`config.mk`:
```
export PLATFORM = sky130hd
export DESIGN_NAME = c3rb_fifo
export DESIGN_NICKNAME = d
export VERILOG_FILES = /design/src/design/c3rb_pkg.sv /design/src/design/c3rb_fifo.sv
export SDC_FILE = /design/constraint.sdc
export NUM_CORES = 1
export LEC_CHECK = 0
export ABC_AREA = 0
export BUFFER_PORTS_ARGS = -buffer_cell sky130_fd_sc_hd__buf_2
export CELL_PAD_IN_SITES_DETAIL_PLACEMENT = 1
export CELL_PAD_IN_SITES_GLOBAL_PLACEMENT = 2
export CORE_MARGIN = 4
export CORE_UTILIZATION = 40
export DETAILED_ROUTE_END_ITERATION = 10
export PLACE_DENSITY_LB_ADDON = 0.1
export SLEW_MARGIN = 10
export SYNTH_ARGS = -nofsm -noshare
export SYNTH_HDL_FRONTEND = slang
export SYNTH_SLANG_ARGS = --single-unit
```
`constraint.sdc`:
```
create_clock -name clk -period 2.33 [get_ports clk]
set_input_delay 0.699 -clock clk [delete_from_list [all_inputs] [get_ports clk]]
set_output_delay 0.699 -clock clk [all_outputs]
set_load 0.005 [all_outputs]
```
`src/design/c3rb_pkg.sv`:
```
// ----------------------------------------------------------------------------
// c3rb_pkg: shared types and constants for the 3x3 replicate-border convolver
// Transaction structs, register indexes, column-vector modes and the op
// control word passed from the front end to the back end.
// ----------------------------------------------------------------------------
package c3rb_pkg;

    localparam int NUM_CH       = 4;
    localparam int SAMPLE_W     = 8;
    localparam int COEF_W       = 16;
    localparam int RESULT_W     = 28;
    localparam int GEOM_W       = 11;
    localparam int CHAN_W       = 3;
    localparam int COEF_GROUP_W = 48;
    localparam int CFG_IDX_W    = 3;
    localparam int CFG_DATA_W   = 48;
    localparam int KSIZE        = 3;
    localparam int QUEUE_DEPTH  = 4;

    localparam int DEF_MAX_WIDTH  = 1024;
    localparam int DEF_MAX_HEIGHT = 1024;
    localparam int DEF_LANES      = 4;

    localparam logic [GEOM_W-1:0]       RST_FRAME_WIDTH  = 11'd1024;
    localparam logic [GEOM_W-1:0]       RST_FRAME_HEIGHT = 11'd1024;
    localparam logic [CHAN_W-1:0]       RST_CHANNELS     = 3'd3;
    localparam logic [COEF_GROUP_W-1:0] RST_COEF_SIDE    = 48'd280379743338240;
    localparam logic [COEF_GROUP_W-1:0] RST_COEF_CENTER  = 48'd280375599365888;

    localparam logic ACT_PIXEL = 1'b0;
    localparam logic ACT_DRAIN = 1'b1;

    typedef enum logic [CFG_IDX_W-1:0] {
        CFG_FRAME_WIDTH  = 3'd0,
        CFG_FRAME_HEIGHT = 3'd1,
        CFG_CHANNELS     = 3'd2,
        CFG_COEF_LEFT    = 3'd3,
        CFG_COEF_CENTER  = 3'd4,
        CFG_COEF_RIGHT   = 3'd5
    } cfg_index_t;

    // rows (top, middle, bottom) of one column vector
    typedef enum logic [2:0] {
        VEC_ROW0,    // cur, cur, cur
        VEC_ROW1,    // prev, prev, cur
        VEC_ROWN,    // older, prev, cur
        VEC_DRAIN1,  // prev, prev, prev
        VEC_DRAINN   // older, prev, prev
    } vec_mode_t;

    typedef struct packed {
        vec_mode_t mode;
        logic      write;
        logic      emit;
        logic      wrap;
        logic      clamp;
        logic      last;
    } op_ctl_t;

    typedef struct packed {
        logic                action;
        logic [SAMPLE_W-1:0] sample_c0;
        logic [SAMPLE_W-1:0] sample_c1;
        logic [SAMPLE_W-1:0] sample_c2;
        logic [SAMPLE_W-1:0] sample_c3;
    } pixel_item_t;

    typedef struct packed {
        logic signed [RESULT_W-1:0] result_c0;
        logic signed [RESULT_W-1:0] result_c1;
        logic signed [RESULT_W-1:0] result_c2;
        logic signed [RESULT_W-1:0] result_c3;
        logic                       frame_last;
    } result_item_t;

endpackage

```
`src/design/c3rb_fifo.sv`:
```
// ----------------------------------------------------------------------------
// c3rb_fifo: op queue between front end and back end
// Small register queue; each side stalls on its own.
// ----------------------------------------------------------------------------
module c3rb_fifo #(
    parameter int COL_W = 10,
    parameter int PIX_W = 32
) (
    input  logic                clk,
    input  logic                rst_n,
    input  logic                push,
    input  c3rb_pkg::op_ctl_t   push_ctl,
    input  logic [COL_W-1:0]    push_col,
    input  logic [PIX_W-1:0]    push_pix,
    output logic                full,
    input  logic                pop,
    output logic                empty,
    output c3rb_pkg::op_ctl_t   pop_ctl,
    output logic [COL_W-1:0]    pop_col,
    output logic [PIX_W-1:0]    pop_pix
);
    import c3rb_pkg::*;

    localparam int PTR_W = $clog2(QUEUE_DEPTH);
    localparam int CNT_W = $clog2(QUEUE_DEPTH + 1);

    op_ctl_t          ctl_mem [QUEUE_DEPTH];
    logic [COL_W-1:0] col_mem [QUEUE_DEPTH];
    logic [PIX_W-1:0] pix_mem [QUEUE_DEPTH];

    logic [PTR_W-1:0] wr_ptr_reg, wr_ptr_next;
    logic [PTR_W-1:0] rd_ptr_reg, rd_ptr_next;
    logic [CNT_W-1:0] count_reg, count_next;

    assign full    = (count_reg == CNT_W'(QUEUE_DEPTH));
    assign empty   = (count_reg == '0);
    assign pop_ctl = ctl_mem[rd_ptr_reg];
    assign pop_col = col_mem[rd_ptr_reg];
    assign pop_pix = pix_mem[rd_ptr_reg];

    always_comb
    begin
        wr_ptr_next = push ? wr_ptr_reg + 1'b1 : wr_ptr_reg;
        rd_ptr_next = pop  ? rd_ptr_reg + 1'b1 : rd_ptr_reg;
        count_next  = count_reg;
        if (push && !pop)
        begin
            count_next = count_reg + 1'b1;
        end
        else if (pop && !push)
        begin
            count_next = count_reg - 1'b1;
        end
    end

    always_ff @(posedge clk or negedge rst_n)
    begin
        if (!rst_n)
        begin
            wr_ptr_reg <= '0;
            rd_ptr_reg <= '0;
            count_reg  <= '0;
        end
        else
        begin
            wr_ptr_reg <= wr_ptr_next;
            rd_ptr_reg <= rd_ptr_next;
            count_reg  <= count_next;
        end
    end

    always_ff @(posedge clk)
    begin
        if (push)
        begin
            ctl_mem[wr_ptr_reg] <= push_ctl;
            col_mem[wr_ptr_reg] <= push_col;
            pix_mem[wr_ptr_reg] <= push_pix;
        end
    end

    a_no_overflow: assert property (@(posedge clk) disable iff (!rst_n)
        push |-> (!full || pop))
        else $error("push into full queue");

    a_no_underflow: assert property (@(posedge clk) disable iff (!rst_n)
        pop |-> !empty)
        else $error("pop from empty queue");

    a_count_track: assert property (@(posedge clk) disable iff (!rst_n)
        (push && !pop) |=> (count_reg == $past(count_reg) + 1'b1))
        else $error("queue count lost a push");

endmodule

```
# Word-level counts from Yosys, hierarchy flattened
# Memory sizes are Yosys's and may differ from the RTL's.
# Cells that the tools add are included.
[totals]
reg_bits = 7
ram_bits = 200
inputBits = 54
output_inout_bits = 52
wordCells = 21
memories = 3
[classes]
addsub = 4
n_eq_ne = 1
mux = 4
reduce_logical = 6
[mem_list]
columns = ["name", "depth", "width", "read_ports", "rd_ports_with_merged_regs", "wr", "line_no", "text"]
rows = [
  ["pix_mem", 4, 32, 1, 0, 1, "c3rb_fifo.sv:29", "logic [PIX_W-1:0] pix_mem [QUEUE_DEPTH];"],
  ["col_mem", 4, 10, 1, 0, 1, "c3rb_fifo.sv:28", "logic [COL_W-1:0] col_mem [QUEUE_DEPTH];"],
  ["ctl_mem", 4, 8, 1, 0, 1, "c3rb_fifo.sv:27", "op_ctl_t ctl_mem [QUEUE_DEPTH];"],
]
[op_table]
columns = ["cell", "count"]
rows = [
  ["$mux W3", 2],
  ["$add A2 B1 Y2 const B", 2],
  ["$add A3 B1 Y3 const B", 1],
  ["$eq A3 B3 Y1 const B", 1],
  ["$logic_not A3 Y1", 1],
  ["$sub A3 B1 Y3 const B", 1],
  ["$logic_and A1 B1 Y1", 2],
  ["$logic_not A1 Y1", 2],
  ["$mux W1", 2],
  ["$reduce_bool A2 Y1", 1],
]

# Logic depth before layout (Yosys ltp)
[logic_depth]
word_depth = 4
ltp_mapped = 7
ltp_nobuf = 7

# Worst setup path before layout
# OpenSTA, ideal clock, no wires.
[synth_path]
kind = "input port to flip-flop"
start = "in push"
end = "mem col_mem[1][0] (enable)"
setup_time_ns = 0.413
arrival_ns = 1.893
required_ns = 1.917
slack_ns = 0.024
stages = 1
n_path_buf = 0
cell_sequence = "and2_1"
[synth_via]
elab_chain_cells = 2
[synth_rtl]
columns = ["element", "line_no", "text"]
rows = [
  ["start, declared", "c3rb_fifo.sv:11", "input logic push,"],
  ["$mux W1", "c3rb_fifo.sv:74", "if (push)"],
  ["$mux W1 (implied by the code)", "c3rb_fifo.sv:77", "col_mem[wr_ptr_reg] <= push_col;"],
  ["end, declared", "c3rb_fifo.sv:28", ""],
]
# No other way between the ends.

# Final worst setup path
[layout_path]
start = "reg rd_ptr_reg[0]"
end = "out pop_pix[0]"
[layout_via]
elab_chain_cells = 1
[layout_rtl]
columns = ["element", "line_no", "text"]
rows = [
  ["start, declared", "c3rb_fifo.sv:32", "logic [PTR_W-1:0] rd_ptr_reg, rd_ptr_next;"],
  ["start signal, assigned", "c3rb_fifo.sv:67", "rd_ptr_reg <= rd_ptr_next;"],
  ["$mem_v2 Z4 W32", "--", ""],
  ["end, declared", "c3rb_fifo.sv:20", "output logic [PIX_W-1:0] pop_pix"],
]
# No other way between the ends.

==> key figures <==
Run status
  • Status: finished with violations
  • Violated checks: negative setup slack

Clock network
  • Clk_lat worst skew: 0.49 ns
  • CTS tree: yes
  • Clock slew at reported path FFs: 0.06 ns
  • Clock Sinks: 207
  • Cts bufs inserted: 23
  • Cts hold-fix bufs: 0
  • Clock Root Buffer: clkbuf_16
  • # H-tree levels: 1
  • Clk buf depth: 3

Critical path
  • Critical Path AT: 1.90 ns
  • Worst setup SP type: register
  • Critical Path RT: 1.63 ns
  • Crit. End Element: output pin
  • Crit Path Category: register to output pin
  • Max FO, Critical Path: 6

Timing
  • Final Hold Fails: 0
  • RSZ-0062 raised after global routing: true
  • Worst rel slew slack: 75.5%
  • Setup-failing EPs final: 50
  • Min Tclk post-route: 2.60 ns
  • Max-slew violations: 0
  • WHS: 0.0368 ns
  • Worst slew pin tran: 0.368 ns
  • Clock skew: 0.00519 ns
  • Final worst setup slack: -0.270 ns
  • Period utilisation layout: 112%
  • Fmax: 0.385 GHz

Floorplan
  • Die height: 146 um
  • Total Die Area: 21,500 um^2
  • Core ar.: 18,800 um^2
  • Row count: 50
  • Initial core utilization: 40.9%
  • Die X: 146 um
  • Io pins: 106

Layout
  • Nets@finish: 496
  • Max reg flops: 128
  • Antenna Cells: 0
  • Final core utilization: 50.4%
  • Biggest register: pix_mem
  • Top Registers: pix_mem (128), col_mem (40), ctl_mem (32)
  • Area grow syn2layout: 23.4%
  • Layout cells sized above 1: 47.2%

Drt
  • Post-route ant nets: 0
  • Vias per cell: 5.06
  • Drt first pass iters: 4
  • Vias: 3,464
  • Drt wl/cell: 21.8 um
  • DRT iter0 DRCs: 187
  • Drt total wl: 14,900 um
  • Drt drc: 0

Global routing
  • Initial antenna violation count: 0
  • Met3 Usage GRT: 3.38%
  • GR Util met2: 23.1%
  • Largest net degree at the start of global routing: 36
  • Gr busiest metal: met2
  • Vias in the first global route: 3,858
  • Overall global routing resource usage: 13.6%
  • Gr ovfl total: 0
  • First-pass GRT wire length: 22,400 um
  • GR Layer Usage met1: 17.4%

Synthesis
  • Number of synthesized flops with an enable pin: 200
  • Synthesized flop and latch total: 207
  • FFs w/ async S/R, synth: 3.38%
  • Synth top area share: 78.3%
  • Warnings from Yosys: 0
  • Cell taking the most area after synthesis: edfxtp_1
  • Synth area leaders: edfxtp_1 (78%), mux4_2 (14%), dfrtp_1 (2.3%), buf_12 (1.3%), ha_1 (0.82%)
  • Syn Area/Cell: 25.9 um^2
  • Sequential-to-total area share from yosys stat: 80.6%
  • Distinct cell type count after synthesis: 20
  • Most frequent cells after synthesis: edfxtp_1 (200), mux4_2 (48), dfrtp_1 (7)
  • Main synth FF type: edfxtp_1
  • Mapped cell area: 7670 um^2
  • Post-Syn Nets: 356
  • Most common cell in the netlist: edfxtp_1
  • Gate Count Post-Synth: 296

Placement
  • RD Place Congestion: 0.671
  • PortBufs: 105

Pwr
  • Power per cell area: 1270 nW/um^2
  • VDD IR-drop max: 0.622 mV
  • Leak pwr: 3.31 nW

Worst hold path
  • Hold Crit Class: primary input to asynchronous set/reset pin

Job
  • Max_cap viols: 0
## per-layer routing
| layer | part of all wire, % | up-vias |
|---|---|---|
| li1 | - | 1541 |
| met2 | 52 | 81 |
| met3 | 4.8 | 24 |
| met4 | 1.7 | 0 |
| met5 | 0 | - |
| met1 | 42 | 1818 |
## cells in the final DEF, fill, tap and decap left out
master     netlist  layout
edfxtp_1       200     200
buf_2            5     100
mux4_2          48      50
clkbuf_16        0      28
buf_12           5      11
clkinv_1         0       8
ha_1             5       5
dfrtp_1          7       5
buf_6            1       5
buf_4            0       5
inv_1            4       4
and2_2           0       4
xor2_1           4       4
clkinv_2         0       4
clkbuf_1         1       3
xnor2_1          2       2
nand2_1          2       2
nor3_1           1       1
nor3b_1          1       1
mux2_2           1       1
o21ai_0          1       1
nor2_1           1       1
fa_1             1       1
bufinv_16        0       1
inv_6            0       1
buf_16           0       1
dfrtp_4          0       1
dfrtp_2          0       1
## power breakdown
part	switching, W	total, W	internal (W)
clock	0.00134	0.00324	0.00191
sequential	0.000198	0.00508	0.00488
combinational	0.00166	0.00367	0.00202
## worst max-delay path, cell delays in order, from the launching register on
cell and delay, ns:
dfrtp_4 0.50, buf_12 0.16, buf_16 0.14, mux4_2 0.45
buf_2 0.15
## through the flow
stage                     setup slack, ns  power (W)  setup TNS, ns  instances  area [um^2]
final                              -0.270     0.0120         -11.78        685         9470
after global routing               -0.336     0.0127         -15.36        685         9470
after CTS                          -0.312     0.0118         -13.14        676         9230
after detailed placement            0.196    0.00844              0        636         8560
after global placement              0.199    0.00839              0        636         8560
after floorplan                    0.0239    0.00716              0        296         7670
## final timing paths
| kind | endpoint | startpoint | cells after the start | slack [ns] |
|---|---|---|---|---|
| min in group clk | pix_mem[1][31] | push_pix[31] | 1 | 0.42 |
| setup reg to reg | col_mem[2][0] | wr_ptr_reg[0] | 4 | 0.80 |
| max in group asynchronous | rd_ptr_reg[0] | rst_n | 1 | 2.10 |
| setup / recovery | pop_pix[0] | rd_ptr_reg[0] | 4 | -0.27 |
| hold / removal | count_reg[2] | rst_n | 1 | 0.04 |
| hold reg to reg | count_reg[2] | count_reg[2] | 1 | 0.50 |
## logic make-up (layout without fill, tap and decap cells)
group,after synthesis,count (layout),share of synthesized area (%)
xor+xnor,6,6,0.685
fa+ha+maj,6,6,1.08
mux,51,51,14.9
buf+inv,16,171,2.02
simple gates,9,9,0.636
flops,207,207,80.6
compound gates,1,1,0.0652
## layout make-up
| class | instances | area (um^2) |
|---|---|---|
| fill | 1691 | 9300 |
| sequential | 207 | 6190 |
| multi-input combinational | 73 | 1330 |
| timing repair buffer | 127 | 967 |
| clock buffer | 26 | 587 |
| tap | 234 | 293 |
| clock inverter | 14 | 88.8 |
| inverter | 4 | 15.0 |
## what timing repair did
item / CTS / global route
cloned: 0 / 6
setup buffers: 0 / 3
pin swaps: 0 / 0
gates resized for setup: 3 / 10
setup endpoints to repair: 50 / 50
Power figures use the tool's default switching activity.
