## src/design/c3rb_pkg.sv

```systemverilog
// ----------------------------------------------------------------------------
// c3rb_pkg: shared types and constants for the 3x3 replicate-border convolver
// Transaction structs, register indexes, column-vector modes and the op
// control word passed from the front end to the back end.
// ----------------------------------------------------------------------------
package c3rb_pkg;

    localparam int NUM_CH       = 4;
    localparam int SAMPLE_W     = 8;
    localparam int COEF_W       = 16;
    localparam int RESULT_W     = 28;
    localparam int GEOM_W       = 11;
    localparam int CHAN_W       = 3;
    localparam int COEF_GROUP_W = 48;
    localparam int CFG_IDX_W    = 3;
    localparam int CFG_DATA_W   = 48;
    localparam int KSIZE        = 3;
    localparam int QUEUE_DEPTH  = 4;

    localparam int DEF_MAX_WIDTH  = 1024;
    localparam int DEF_MAX_HEIGHT = 1024;
    localparam int DEF_LANES      = 4;

    localparam logic [GEOM_W-1:0]       RST_FRAME_WIDTH  = 11'd1024;
    localparam logic [GEOM_W-1:0]       RST_FRAME_HEIGHT = 11'd1024;
    localparam logic [CHAN_W-1:0]       RST_CHANNELS     = 3'd3;
    localparam logic [COEF_GROUP_W-1:0] RST_COEF_SIDE    = 48'd280379743338240;
    localparam logic [COEF_GROUP_W-1:0] RST_COEF_CENTER  = 48'd280375599365888;

    localparam logic ACT_PIXEL = 1'b0;
    localparam logic ACT_DRAIN = 1'b1;

    typedef enum logic [CFG_IDX_W-1:0] {
        CFG_FRAME_WIDTH  = 3'd0,
        CFG_FRAME_HEIGHT = 3'd1,
        CFG_CHANNELS     = 3'd2,
        CFG_COEF_LEFT    = 3'd3,
        CFG_COEF_CENTER  = 3'd4,
        CFG_COEF_RIGHT   = 3'd5
    } cfg_index_t;

    // rows (top, middle, bottom) of one column vector
    typedef enum logic [2:0] {
        VEC_ROW0,    // cur, cur, cur
        VEC_ROW1,    // prev, prev, cur
        VEC_ROWN,    // older, prev, cur
        VEC_DRAIN1,  // prev, prev, prev
        VEC_DRAINN   // older, prev, prev
    } vec_mode_t;

    typedef struct packed {
        vec_mode_t mode;
        logic      write;
        logic      emit;
        logic      wrap;
        logic      clamp;
        logic      last;
    } op_ctl_t;

    typedef struct packed {
        logic                action;
        logic [SAMPLE_W-1:0] sample_c0;
        logic [SAMPLE_W-1:0] sample_c1;
        logic [SAMPLE_W-1:0] sample_c2;
        logic [SAMPLE_W-1:0] sample_c3;
    } pixel_item_t;

    typedef struct packed {
        logic signed [RESULT_W-1:0] result_c0;
        logic signed [RESULT_W-1:0] result_c1;
        logic signed [RESULT_W-1:0] result_c2;
        logic signed [RESULT_W-1:0] result_c3;
        logic                       frame_last;
    } result_item_t;

endpackage

```

## src/design/c3rb_front.sv

```systemverilog
// ----------------------------------------------------------------------------
// c3rb_front: input classification and raster tracking
// Tracks frame position, drops items that do nothing, and turns pixels and
// drains into column-step ops for the back end.
// ----------------------------------------------------------------------------
module c3rb_front #(
    parameter int COL_W = 10,
    parameter int ROW_W = 10,
    parameter int LANES = 4
) (
    input  logic                        clk,
    input  logic                        rst_n,
    input  logic                        pixel_valid,
    output logic                        pixel_stall,
    input  c3rb_pkg::pixel_item_t       pixel,
    input  logic                        restart,
    input  logic [COL_W-1:0]            w_m1,
    input  logic [ROW_W-1:0]            h_m1,
    output logic                        push,
    output c3rb_pkg::op_ctl_t           push_ctl,
    output logic [COL_W-1:0]            push_col,
    output logic [LANES*c3rb_pkg::SAMPLE_W-1:0] push_pix,
    input  logic                        full
);
    import c3rb_pkg::*;

    logic [COL_W-1:0] col_reg, col_next;
    logic [ROW_W-1:0] row_reg, row_next;
    logic             complete_reg, complete_next;
    logic [COL_W-1:0] drain_col_reg, drain_col_next;
    logic             wrapped_reg, wrapped_next;
    logic             prime_reg, prime_next;

    logic [SAMPLE_W-1:0] samples [NUM_CH];
    logic accept, is_pix, is_drain, do_prime;

    assign samples[0] = pixel.sample_c0;
    assign samples[1] = pixel.sample_c1;
    assign samples[2] = pixel.sample_c2;
    assign samples[3] = pixel.sample_c3;

    for (genvar l = 0; l < LANES; l++)
    begin : g_pix
        assign push_pix[l*SAMPLE_W +: SAMPLE_W] = samples[l];
    end

    assign pixel_stall = full || prime_reg;
    assign accept      = pixel_valid && !pixel_stall;
    assign is_pix      = accept && (pixel.action == ACT_PIXEL) && !complete_reg;
    assign is_drain    = accept && (pixel.action == ACT_DRAIN) && complete_reg;
    // single-row frames need the window loaded before the first drain
    assign do_prime    = prime_reg && !full;

    always_comb
    begin
        col_next       = col_reg;
        row_next       = row_reg;
        complete_next  = complete_reg;
        drain_col_next = drain_col_reg;
        wrapped_next   = wrapped_reg;
        prime_next     = prime_reg;
        push           = 1'b0;
        push_ctl       = '0;
        push_col       = col_reg;

        if (restart)
        begin
            col_next       = '0;
            row_next       = '0;
            complete_next  = 1'b0;
            drain_col_next = '0;
            wrapped_next   = 1'b0;
            prime_next     = 1'b0;
        end
        else if (is_pix)
        begin
            push           = 1'b1;
            push_ctl.write = 1'b1;
            if (row_reg == '0)
            begin
                push_ctl.mode = VEC_ROW0;
            end
            else if (row_reg == ROW_W'(1))
            begin
                push_ctl.mode = VEC_ROW1;
            end
            else
            begin
                push_ctl.mode = VEC_ROWN;
            end
            push_ctl.emit  = (row_reg != '0) && ((col_reg != '0) || (row_reg != ROW_W'(1)));
            push_ctl.wrap  = (col_reg == '0);
            push_ctl.clamp = (col_reg == '0) ? (w_m1 == '0) : (col_reg == COL_W'(1));
            if (col_reg == w_m1)
            begin
                col_next = '0;
                if (row_reg == h_m1)
                begin
                    complete_next  = 1'b1;
                    prime_next     = (h_m1 == '0);
                    drain_col_next = '0;
                    wrapped_next   = 1'b0;
                end
                else
                begin
                    row_next = row_reg + 1'b1;
                end
            end
            else
            begin
                col_next = col_reg + 1'b1;
            end
        end
        else if (is_drain || do_prime)
        begin
            push          = 1'b1;
            push_ctl.mode = (h_m1 == '0) ? VEC_DRAIN1 : VEC_DRAINN;
            if (!wrapped_reg)
            begin
                push_col       = drain_col_reg;
                push_ctl.emit  = is_drain;
                push_ctl.wrap  = (drain_col_reg == '0);
                push_ctl.clamp = (drain_col_reg == '0) ? (w_m1 == '0)
                                                       : (drain_col_reg == COL_W'(1));
                prime_next     = 1'b0;
                if (drain_col_reg == w_m1)
                begin
                    wrapped_next = 1'b1;
                end
                else
                begin
                    drain_col_next = drain_col_reg + 1'b1;
                end
            end
            else
            begin
                // last pixel of the frame; frame state clears
                push_col       = '0;
                push_ctl.emit  = 1'b1;
                push_ctl.wrap  = 1'b1;
                push_ctl.clamp = (w_m1 == '0);
                push_ctl.last  = 1'b1;
                col_next       = '0;
                row_next       = '0;
                complete_next  = 1'b0;
                drain_col_next = '0;
                wrapped_next   = 1'b0;
            end
        end
    end

    always_ff @(posedge clk or negedge rst_n)
    begin
        if (!rst_n)
        begin
            col_reg       <= '0;
            row_reg       <= '0;
            complete_reg  <= 1'b0;
            drain_col_reg <= '0;
            wrapped_reg   <= 1'b0;
            prime_reg     <= 1'b0;
        end
        else
        begin
            col_reg       <= col_next;
            row_reg       <= row_next;
            complete_reg  <= complete_next;
            drain_col_reg <= drain_col_next;
            wrapped_reg   <= wrapped_next;
            prime_reg     <= prime_next;
        end
    end

    a_prime_in_drain: assert property (@(posedge clk) disable iff (!rst_n)
        prime_reg |-> (complete_reg && !wrapped_reg))
        else $error("prime outside drain phase");

    a_wrap_in_drain: assert property (@(posedge clk) disable iff (!rst_n)
        wrapped_reg |-> complete_reg)
        else $error("drain wrap outside drain phase");

    a_last_is_drain: assert property (@(posedge clk) disable iff (!rst_n)
        (push && push_ctl.last) |=> !complete_reg)
        else $error("frame did not clear after last result");

endmodule

```

## config.mk

```make
export PLATFORM = sky130hd
export DESIGN_NAME = c3rb_front
export DESIGN_NICKNAME = d
export VERILOG_FILES = /design/src/design/c3rb_pkg.sv /design/src/design/c3rb_front.sv
export SDC_FILE = /design/constraint.sdc
export NUM_CORES = 1
export LEC_CHECK = 0
export BUFFER_PORTS_ARGS = -buffer_cell sky130_fd_sc_hd__buf_2
export CAP_MARGIN = 20
export CORE_UTILIZATION = 54
export DETAILED_ROUTE_END_ITERATION = 8
export PLACE_DENSITY = 0.95
export SYNTH_ARGS = -nofsm -noshare
export SYNTH_HDL_FRONTEND = slang
export SYNTH_SLANG_ARGS = --single-unit
```

## constraint.sdc

```tcl
create_clock -name clk -period 4.21 [get_ports clk]
set_input_delay 0.842 -clock clk [delete_from_list [all_inputs] [get_ports clk]]
set_output_delay 0.842 -clock clk [all_outputs]
set_load 0.05 [all_outputs]
```

# After elaboration in Yosys (flattened, before gate mapping)
# Index checks and enable logic that the tools add are counted.
# Widths: inputs -> output; s select.
# op_classes
addsub	3
eq_ne	12
mux	56
n_bitwise	1
n_reduce_logical	28
# op_table
op	count
$mux 10	20
$logic_not 10->1	5
$add 10x1->10 const B	3
$eq 10x1->1 const B	3
$eq 10x10->1	3
$mux 1	27
$reduce_bool 10->1	2
$reduce_and 4->1	4
$mux 3	5
$ne 10x1->1 const B	1
$ne 3x2->1 const B	3
$mux 8	1
$logic_and 1x1->1	7
$reduce_bool 3->1	2
$mux 2	2
$mux 4	1
$ne 4x4->1 const B	1
$logic_not 1->1	3
$logic_or 1x1->1	3
$ne 3x3->1 const B	1
$reduce_and 3->1	1
$reduce_and 2->1	1
$not 1->1	1
# word_totals
reg_bits	33
input_bits	58
out_inout_bits	52
wordCells	106

# Longest topological paths before layout
# Gate-level depths: netlist (run 1).
# logic_depth
word_depth	9
ltp_mapped	9
mapped_depth_nobuf	7

# Worst setup path after synthesis (run 1)
# Ideal clock, no wire load.
# synth_timing
kind	input -> output
start	in h_m1[7]
end	out push_ctl[5] (netlist bit)
arrival_time_ns	2.625
required_ns	3.368
setup_slack_ns	0.743
path_stages	4
path_buffers	0
cell_sequence	or4_1 > nor4_1 > a21oi_1 > a21oi_1
# synth_rtl
item	line	text
start, declared	c3rb_front.sv:18	input logic [ROW_W-1:0] h_m1,
end, declared	c3rb_front.sv:20	output c3rb_pkg::op_ctl_t push_ctl,

==> impl_metrics.yaml, run 1 <==
synthesis:
  synth_cell_types: 56
  yosys.area.top_type: "dfrtp_1"
  synth_area_leaders: "dfrtp_1, buf_4, xor2_1"
  synth_compound_area_share_pct: 17.03
  synthAdderAreaFrac_pct: 3.881
  synthTopCellsByCount: "buf_4, dfrtp_1, nor2_1"
  syn_area_per_cell_sq_um: 8.015
  syn_inst: 362
  synth_mux_area_share_pct: 0.7331
  syn-num-nets: 429
  synth-seq-cells: 33
  synth_top_family_by_area: "simple AND/OR/NAND/NOR gates"
  synth_edf_count: 0
  yosys.area_share.simple_pct: 23.76
  yosys_warnings: 0
  synth_top_area_share_pct: 28.46
  ys.flop_type: "dfrtp_1"
  synth_xor_area_share_pct: 11.77
  synthArstFlopShare_pct: 100.0
  syn_area_sq_um: 2902
  ys_seq_area_share_pct: 28.46
timing:
  fmax_ghz: 0.2961
  rsz0062_at_grt: "false"
  fin_skew_ns: 0.007008
  hold_violations: 0
  drv_slew: 0
  fin_crit_ns: 3.377
  worstMarginPinSlew_ns: 0.7683
  min_period_over_period_pct: 80.21
  fin_tns_setup_ns: 0
  relSlewSlack_pct: 48.78
  setup_viol: 0
final_layout:
  nNetsFinal: 432
  final_cells: 436
  drive_gt1_share_pct: 17.21
  diodes: 0
  syn_to_final_growth_pct: 2.976
worst_setup_path:
  worst_setup_path_end_kind: "output port"
  start_kind: "primary input"
  crit_path_max_fanout: 3
  slowest_delay_ns: 0.52
  crit_chain: "buf_2, or4_1, nor4_1, a21oi_1, a21oi_1, buf_2"
  regToRegSetupSlack_ns: 1.85
  rr_worst_depth: 6
  cp.required_ns: 3.37
  r2r_start: "col_reg[7]"
  path_class: "primary input to output port"
  arrival_ns: 2.53
  rr_endpoint: "row_reg[9]"
  critical-path-slowest-cell: "or4_1"
global_routing:
  overflow: 0
  track_usage_pct: 25.89
  grt_pass1_vias: 2406
  grt_pass1_wl_microns: 11180
  antenna_found_initial: 0
  grt_max_degree: 34
routing:
  wl_met2_microns: 3473
  drcViolationCount: 0
  highest_layer: "met4"
  wl_met3_microns: 558
  drtIter0Drc: 324
  vias_per_cell: 6.317
  first_pass_iters: 5
  wirelength_microns: 7231
  dr_total_vias: 2754
  wl_per_cell_microns: 16.58
  m1WireLength_microns: 2931
  postRouteAntennaNets: 0
cts:
  cts_max_level: 2
  hold_buffers: 0
  post_cts_resized: 0
  numCtsBuffers: 5
  post_cts_buffers: 0
  clockBufferDepth: 2
  clkTransAtPathRegs_ns: 0.08
  cts.sinks: 33
  insertion_delay_ns: 0.29
  clockRootBuffer: "clkbuf_8"
  cts_tree: "done"
placement:
  dp_cells: 428
  gp_congestion: 0.9410
  portBuffers: 45
  hpwlAfterDp_microns: 5344
floorplanning:
  coreArea_sq_um: 5140
  initial_core_util_pct: 56.45
  die_x_microns: 75.30
  ios: 110
  die_area_sq_um: 5670
  row_count: 26
  die_h_microns: 75.30
power_and_ir_drop:
  power.total_uw: 636.5
  power.density_nw_per_um2: 213.0
  ir_drop_uv: 152.4
  cellLeakagePower_uw: 0.001370
worst_hold_path:
  holdPathStages: 1
  hp-class: "flip-flop to flip-flop"
  hold-path-endpoint: "row_reg[4]"
  hold_path.startpoint: "row_reg[4]"
status:
  status: "finished clean"
flow_run:
  max_cap_viol_count: 0
-- cell usage in the layout (no fill, tap or decap), drive strengths merged, types with 9 or more instances in the layout --
cell type	instances
o21ai	25
inv	19
xor2	27
a31oi	13
ha	9
a21oi	11
nor4	14
dfrtp	33
nor2	32
nand3	26
xnor2	12
buf	48
nand2	17
-- cell type report --
class,count,area [sq um]
clock buffer,6,72.57
clock inverter,2,10.01
fill,480,2152
inverter,20,75.07
multi-input combinational,257,1669
sequential,33,825.8
tap,70,87.58
timing repair buffer,48,247.7
-- how the worst max path moves through the flow --
stage,end,from,slack (ns),depth (start not counted)
2_1_floorplan,push_ctl[5],h_m1[7],0.74,4
3_3_place_gp,push_ctl[6],h_m1[7],0.96,6
3_5_place_dp,push_ctl[5],h_m1[7],0.85,6
4_1_cts,push_ctl[5],h_m1[7],0.85,6
5_1_grt,push_ctl[6],h_m1[7],0.65,6
6_report,push_ctl[5],h_m1[7],0.83,6
-- where the power goes --
group,total (uW),switching (uW),internal (uW)
registers,318,0.919,318
clock network,236,121,115
logic,82.3,55.5,26.9
total,637,177,459
-- worst max-delay path, delay by kind of cell --
kind	cells	cell delay, ns
and+or+nand+nor	2	0.99
buffers and inverters	2	0.39
AOI/OAI and AO/OA	2	0.32
-- metrics by stage --
step	utilization, %	cell area, sq um	setup slack [ns]	hold WS, ns
2_1_floorplan	-	2902	0.7431	0.4904
3_3_place_gp	56.52	2905	0.9584	0.5362
3_5_place_dp	56.52	2905	0.8511	0.5336
4_1_cts	58.13	2988	0.8515	0.5468
5_1_grt	58.13	2988	0.6521	0.5763
6_report	58.13	2988	0.8333	0.5507
-- metal layers --
metal / vias to the layer above / GRT usage (%)
li1: 1262 / -
met5: - / 0
met2: 150 / 39.88
met3: 30 / 5.423
met4: 0 / 13.99
met1: 1312 / 34.20
-- logic make-up (layout without fill, tap and decap cells) --
group	count (synthesis)	after routing
flip-flops	33	33
multiplexers	2	2
AND/OR/NAND/NOR	130	130
buffers and inverters	72	76
AO/OA/AOI/OAI	77	77
XOR/XNOR	39	39
adder cells (fa/ha/maj)	9	9
Power figures use the tool's default switching activity.
==> run 2, diff against run 1 <==
Settings changed: CORE_UTILIZATION 54 to 45, PLACE_DENSITY 0.95 to 0.85.
Clock period 4.21 ns to 3.1 ns, I/O delays scaled along.
==> impl_metrics.yaml, run 2 (synthesis results as in run 1) <==
worst_setup_path:
  crit_path_max_fanout: 3
  start_kind: "primary input"
  worst_setup_path_end_kind: "output port"
  path_class: "primary input to output port"
  cp.required_ns: 2.48
  arrival_ns: 2.33
  rr_worst_depth: 6
floorplanning:
  ios: 110
  die_h_microns: 82.30
  die_x_microns: 82.30
  die_area_sq_um: 6773
  initial_core_util_pct: 47.87
  coreArea_sq_um: 6061
  row_count: 28
timing:
  setup_viol: 0
  worstMarginPinSlew_ns: 0.7586
  setup_slack_ns: 0.1475
  relSlewSlack_pct: 49.42
  fin_crit_ns: 2.952
  hold_violations: 0
  whs_ns: 0.3855
  drv_slew: 0
  fin_tns_setup_ns: 0
  fmax_ghz: 0.3387
  min_period_over_period_pct: 95.24
  fin_skew_ns: 0.006011
  rsz0062_at_grt: "false"
global_routing:
  antenna_found_initial: 0
  grt_max_degree: 34
  overflow: 0
  grt_pass1_wl_microns: 11890
  track_usage_pct: 22.95
  grt_pass1_vias: 2546
routing:
  drtIter0Drc: 178
  dr_total_vias: 2619
  vias_per_cell: 5.925
  first_pass_iters: 4
  drcViolationCount: 0
  postRouteAntennaNets: 0
  wirelength_microns: 7127
  wl_per_cell_microns: 16.12
cts:
  insertion_delay_ns: 0.30
  clockBufferDepth: 2
  hold_buffers: 0
  numCtsBuffers: 5
  post_cts_resized: 0
  post_cts_buffers: 0
  clkTransAtPathRegs_ns: 0.07
  cts_max_level: 2
  cts_tree: "done"
  clockRootBuffer: "clkbuf_8"
  cts.sinks: 33
power_and_ir_drop:
  ir_drop_uv: 196.9
  cellLeakagePower_uw: 0.001389
  power.density_nw_per_um2: 322.4
placement:
  pre_cts_ws_ns: 0.1834
  dp_cells: 434
  hpwlAfterDp_microns: 5376
  gp_congestion: 0.8784
  portBuffers: 45
final_layout:
  nNetsFinal: 433
  layout_commonest_cell: "buf_2"
  diodes: 0
  most-common-layout-cells: "buf_2, dfrtp_1, nor2_1, xor2_1, nand3_1"
  final_cells: 442
  drive_gt1_share_pct: 17.44
  utilization_pct: 50.08
  syn_to_final_growth_pct: 4.614
status:
  status: "finished clean"
flow_run:
  max_cap_viol_count: 0
worst_hold_path:
  hp-class: "primary input to async pin"
[run 2: cell count changes in the layout (fill, tap and decap cells not counted)]
cell / before / now
clkbuf_8: 5 / 6
buf_4: 3 / 4
clkinv_2: 2 / 0
bufinv_16: 0 / 1
[run 2: layer usage]
metal	up-vias	GRT usage [%]	share of wire, %
met5	-	0	0
li1	1262	-	-
met2	86	38.68	50
met3	19	4.286	5.8
met1	1252	27.99	42
met4	0	11.23	2.5
[run 2: power breakdown]
part	switching, uW	internal (uW)
clock	171	262
sequential	1.29	431
combinational	76.5	36.8
[run 2: worst paths after layout]
kind | startpoint | to | slack, ns
max | h_m1[7] | push_ctl[6] | 0.15
min | rst_n | row_reg[9] | 0.39
max reg2reg | col_reg[7] | row_reg[9] | 0.83
min reg2reg | row_reg[4] | row_reg[4] | 0.57
max in group asynchronous | rst_n | wrapped_reg | 2.22
min in group clk | row_reg[4] | row_reg[4] | 0.57
[run 2: critical path, stage by stage]
cell and delay, ns:
buf_2 0.11, or4_1 0.53, nor4_1 0.44, a21oi_1 0.17
a21oi_1 0.18, buf_2 0.29
[run 2: per-stage QoR]
| stage | total power (uW) | area [sq um] |
|---|---|---|
| 2_1_floorplan | 613.7 | 2902 |
| 3_3_place_gp | 549.8 | 2919 |
| 3_5_place_dp | 552.6 | 2919 |
| 4_1_cts | 978.0 | 3035 |
| 5_1_grt | 1007 | 3035 |
| 6_report | 978.5 | 3035 |
[run 2: layout make-up]
type	instances	area, sq um
Clock buffer	7	86.33
Clock inverter	1	30.03
Fill cell	569	3025
Inverter	20	75.07
Multi-Input combinational cell	257	1669
Sequential cell	33	825.8
Tap cell	75	93.84
Timing Repair Buffer	49	255.2
==> run 3, diff against run 2 <==
Settings changed: CELL_PAD_IN_SITES_DETAIL_PLACEMENT from default to 0, CELL_PAD_IN_SITES_GLOBAL_PLACEMENT from default to 1, CORE_UTILIZATION 45 to 32.
==> impl_metrics.yaml, run 3 (synthesis results as in run 1) <==
worst_setup_path:
  path_class: "primary input to output port"
  crit_path_max_fanout: 3
  start_kind: "primary input"
  worst_setup_path_end_kind: "output port"
  cp.required_ns: 2.48
  arrival_ns: 2.31
  regToRegSetupSlack_ns: 0.81
final_layout:
  fillers: 930
  seq_area_sq_um: 825.8
  drive_gt1_share_pct: 18.16
  diodes: 0
  multi_input_area_sq_um: 1669
  final_cells: 477
  most-common-layout-cells: "buf_2, dfrtp_1, nor2_1, xor2_1, nand3_1"
  nNetsFinal: 435
  syn_to_final_growth_pct: 5.520
  layout_commonest_cell: "buf_2"
timing:
  hold_violations: 0
  fin_tns_setup_ns: 0
  fin_crit_ns: 2.926
  min_period_over_period_pct: 94.37
  relSlewSlack_pct: 49.78
  worstMarginPinSlew_ns: 0.7534
  drv_slew: 0
  setup_viol: 0
  fmax_ghz: 0.3418
  rsz0062_at_grt: "false"
  fin_skew_ns: 0.002890
cts:
  clockBufferDepth: 2
  cts_tree: "done"
  cts_max_level: 2
  clkTransAtPathRegs_ns: 0.07
  post_cts_resized: 0
  insertion_delay_ns: 0.29
  post_cts_buffers: 0
  hold_buffers: 0
  numCtsBuffers: 5
  clockRootBuffer: "clkbuf_8"
  cts.sinks: 33
placement:
  gp_congestion: 0.8148
  portBuffers: 45
  dp_cells: 469
  hpwlAfterDp_microns: 5673
floorplanning:
  die_h_microns: 97.22
  die_area_sq_um: 9452
  initial_core_util_pct: 33.11
  coreArea_sq_um: 8763
  row_count: 34
  die_x_microns: 97.22
  ios: 110
power_and_ir_drop:
  ir_drop_uv: 154.7
  power.density_nw_per_um2: 285.3
  cellLeakagePower_uw: 0.001385
routing:
  wirelength_microns: 7456
  postRouteAntennaNets: 0
  wl_per_cell_microns: 15.63
  vias_per_cell: 5.470
  drtIter0Drc: 91
  dr_total_vias: 2609
  first_pass_iters: 4
  drcViolationCount: 0
global_routing:
  grtUsageMet2_pct: 29.41
  grtUsageMet3_pct: 2.374
  grt_pass1_vias: 2556
  grtUsageMet1_pct: 18.30
  antenna_found_initial: 0
  overflow: 0
  track_usage_pct: 16.01
  grt_max_degree: 34
  grt_pass1_wl_microns: 12360
  grt_busiest_layer: "met2"
flow_run:
  max_cap_viol_count: 0
status:
  status: "finished clean"
worst_hold_path:
  hp-class: "primary input to async pin"
==> run 3: through the flow <==
| stage | power [uW] | instance area [sq um] | worst slack, ns | utilization (%) | hold WS (ns) |
|---|---|---|---|---|---|
| final | 873.4 | 3062 | 0.1744 | 34.94 | 0.3907 |
| after CTS | 888.4 | 3062 | 0.2078 | 34.94 | 0.4180 |
| after detailed placement | 554.2 | 2975 | 0.2270 | 33.95 | 0.5639 |
| after global placement | 553.2 | 2975 | 0.2622 | 33.95 | 0.5447 |
| after floorplan | 613.7 | 2902 | 0.07714 | - | 0.3244 |
| after global routing | 910.7 | 3062 | 0.06227 | 34.94 | 0.4562 |
==> run 3: cell type report <==
class                      instances  share of cell area (%)
clock inverter                     3                  0.5721
sequential                        33                   26.97
timing repair buffer              51                   8.827
inverter                          20                   2.452
clock buffer                       5                   2.248
multi-input combinational        257                   54.52
tap                              108                   4.414
==> run 3: path summary, 6_finish.rpt <==
kind                       cells after the start  startpoint          end
setup reg to reg                               6  col_reg[7]   row_reg[9]
max in group asynchronous                      1       rst_n   col_reg[0]
hold / removal                                 1       rst_n   row_reg[9]
min in group clk                               1  row_reg[4]   row_reg[4]
hold reg to reg                                1  row_reg[4]   row_reg[4]
setup / recovery                               6     h_m1[7]  push_ctl[5]
==> run 3: power breakdown <==
part | internal [uW] | switching (uW)
Combinational | 38.0 | 75.2
Sequential | 431 | 1.31
Clock | 155 | 173
Total | 624 | 249
==> run 3: layer usage <==
metal / vias to the layer above / share of wire (%) / wire, microns
met4: 0 / 2.2 / 163
met3: 16 / 1.8 / 137
li1: 1269 / - / -
met2: 37 / 53 / 3924
met5: - / 0 / 0
met1: 1287 / 43 / 3230
==> run 3: critical path: stages <==
cell and delay, ns:
buf_2 0.11, or4_1 0.52, nor4_1 0.49, a21oi_1 0.16
a21oi_1 0.14, buf_2 0.27
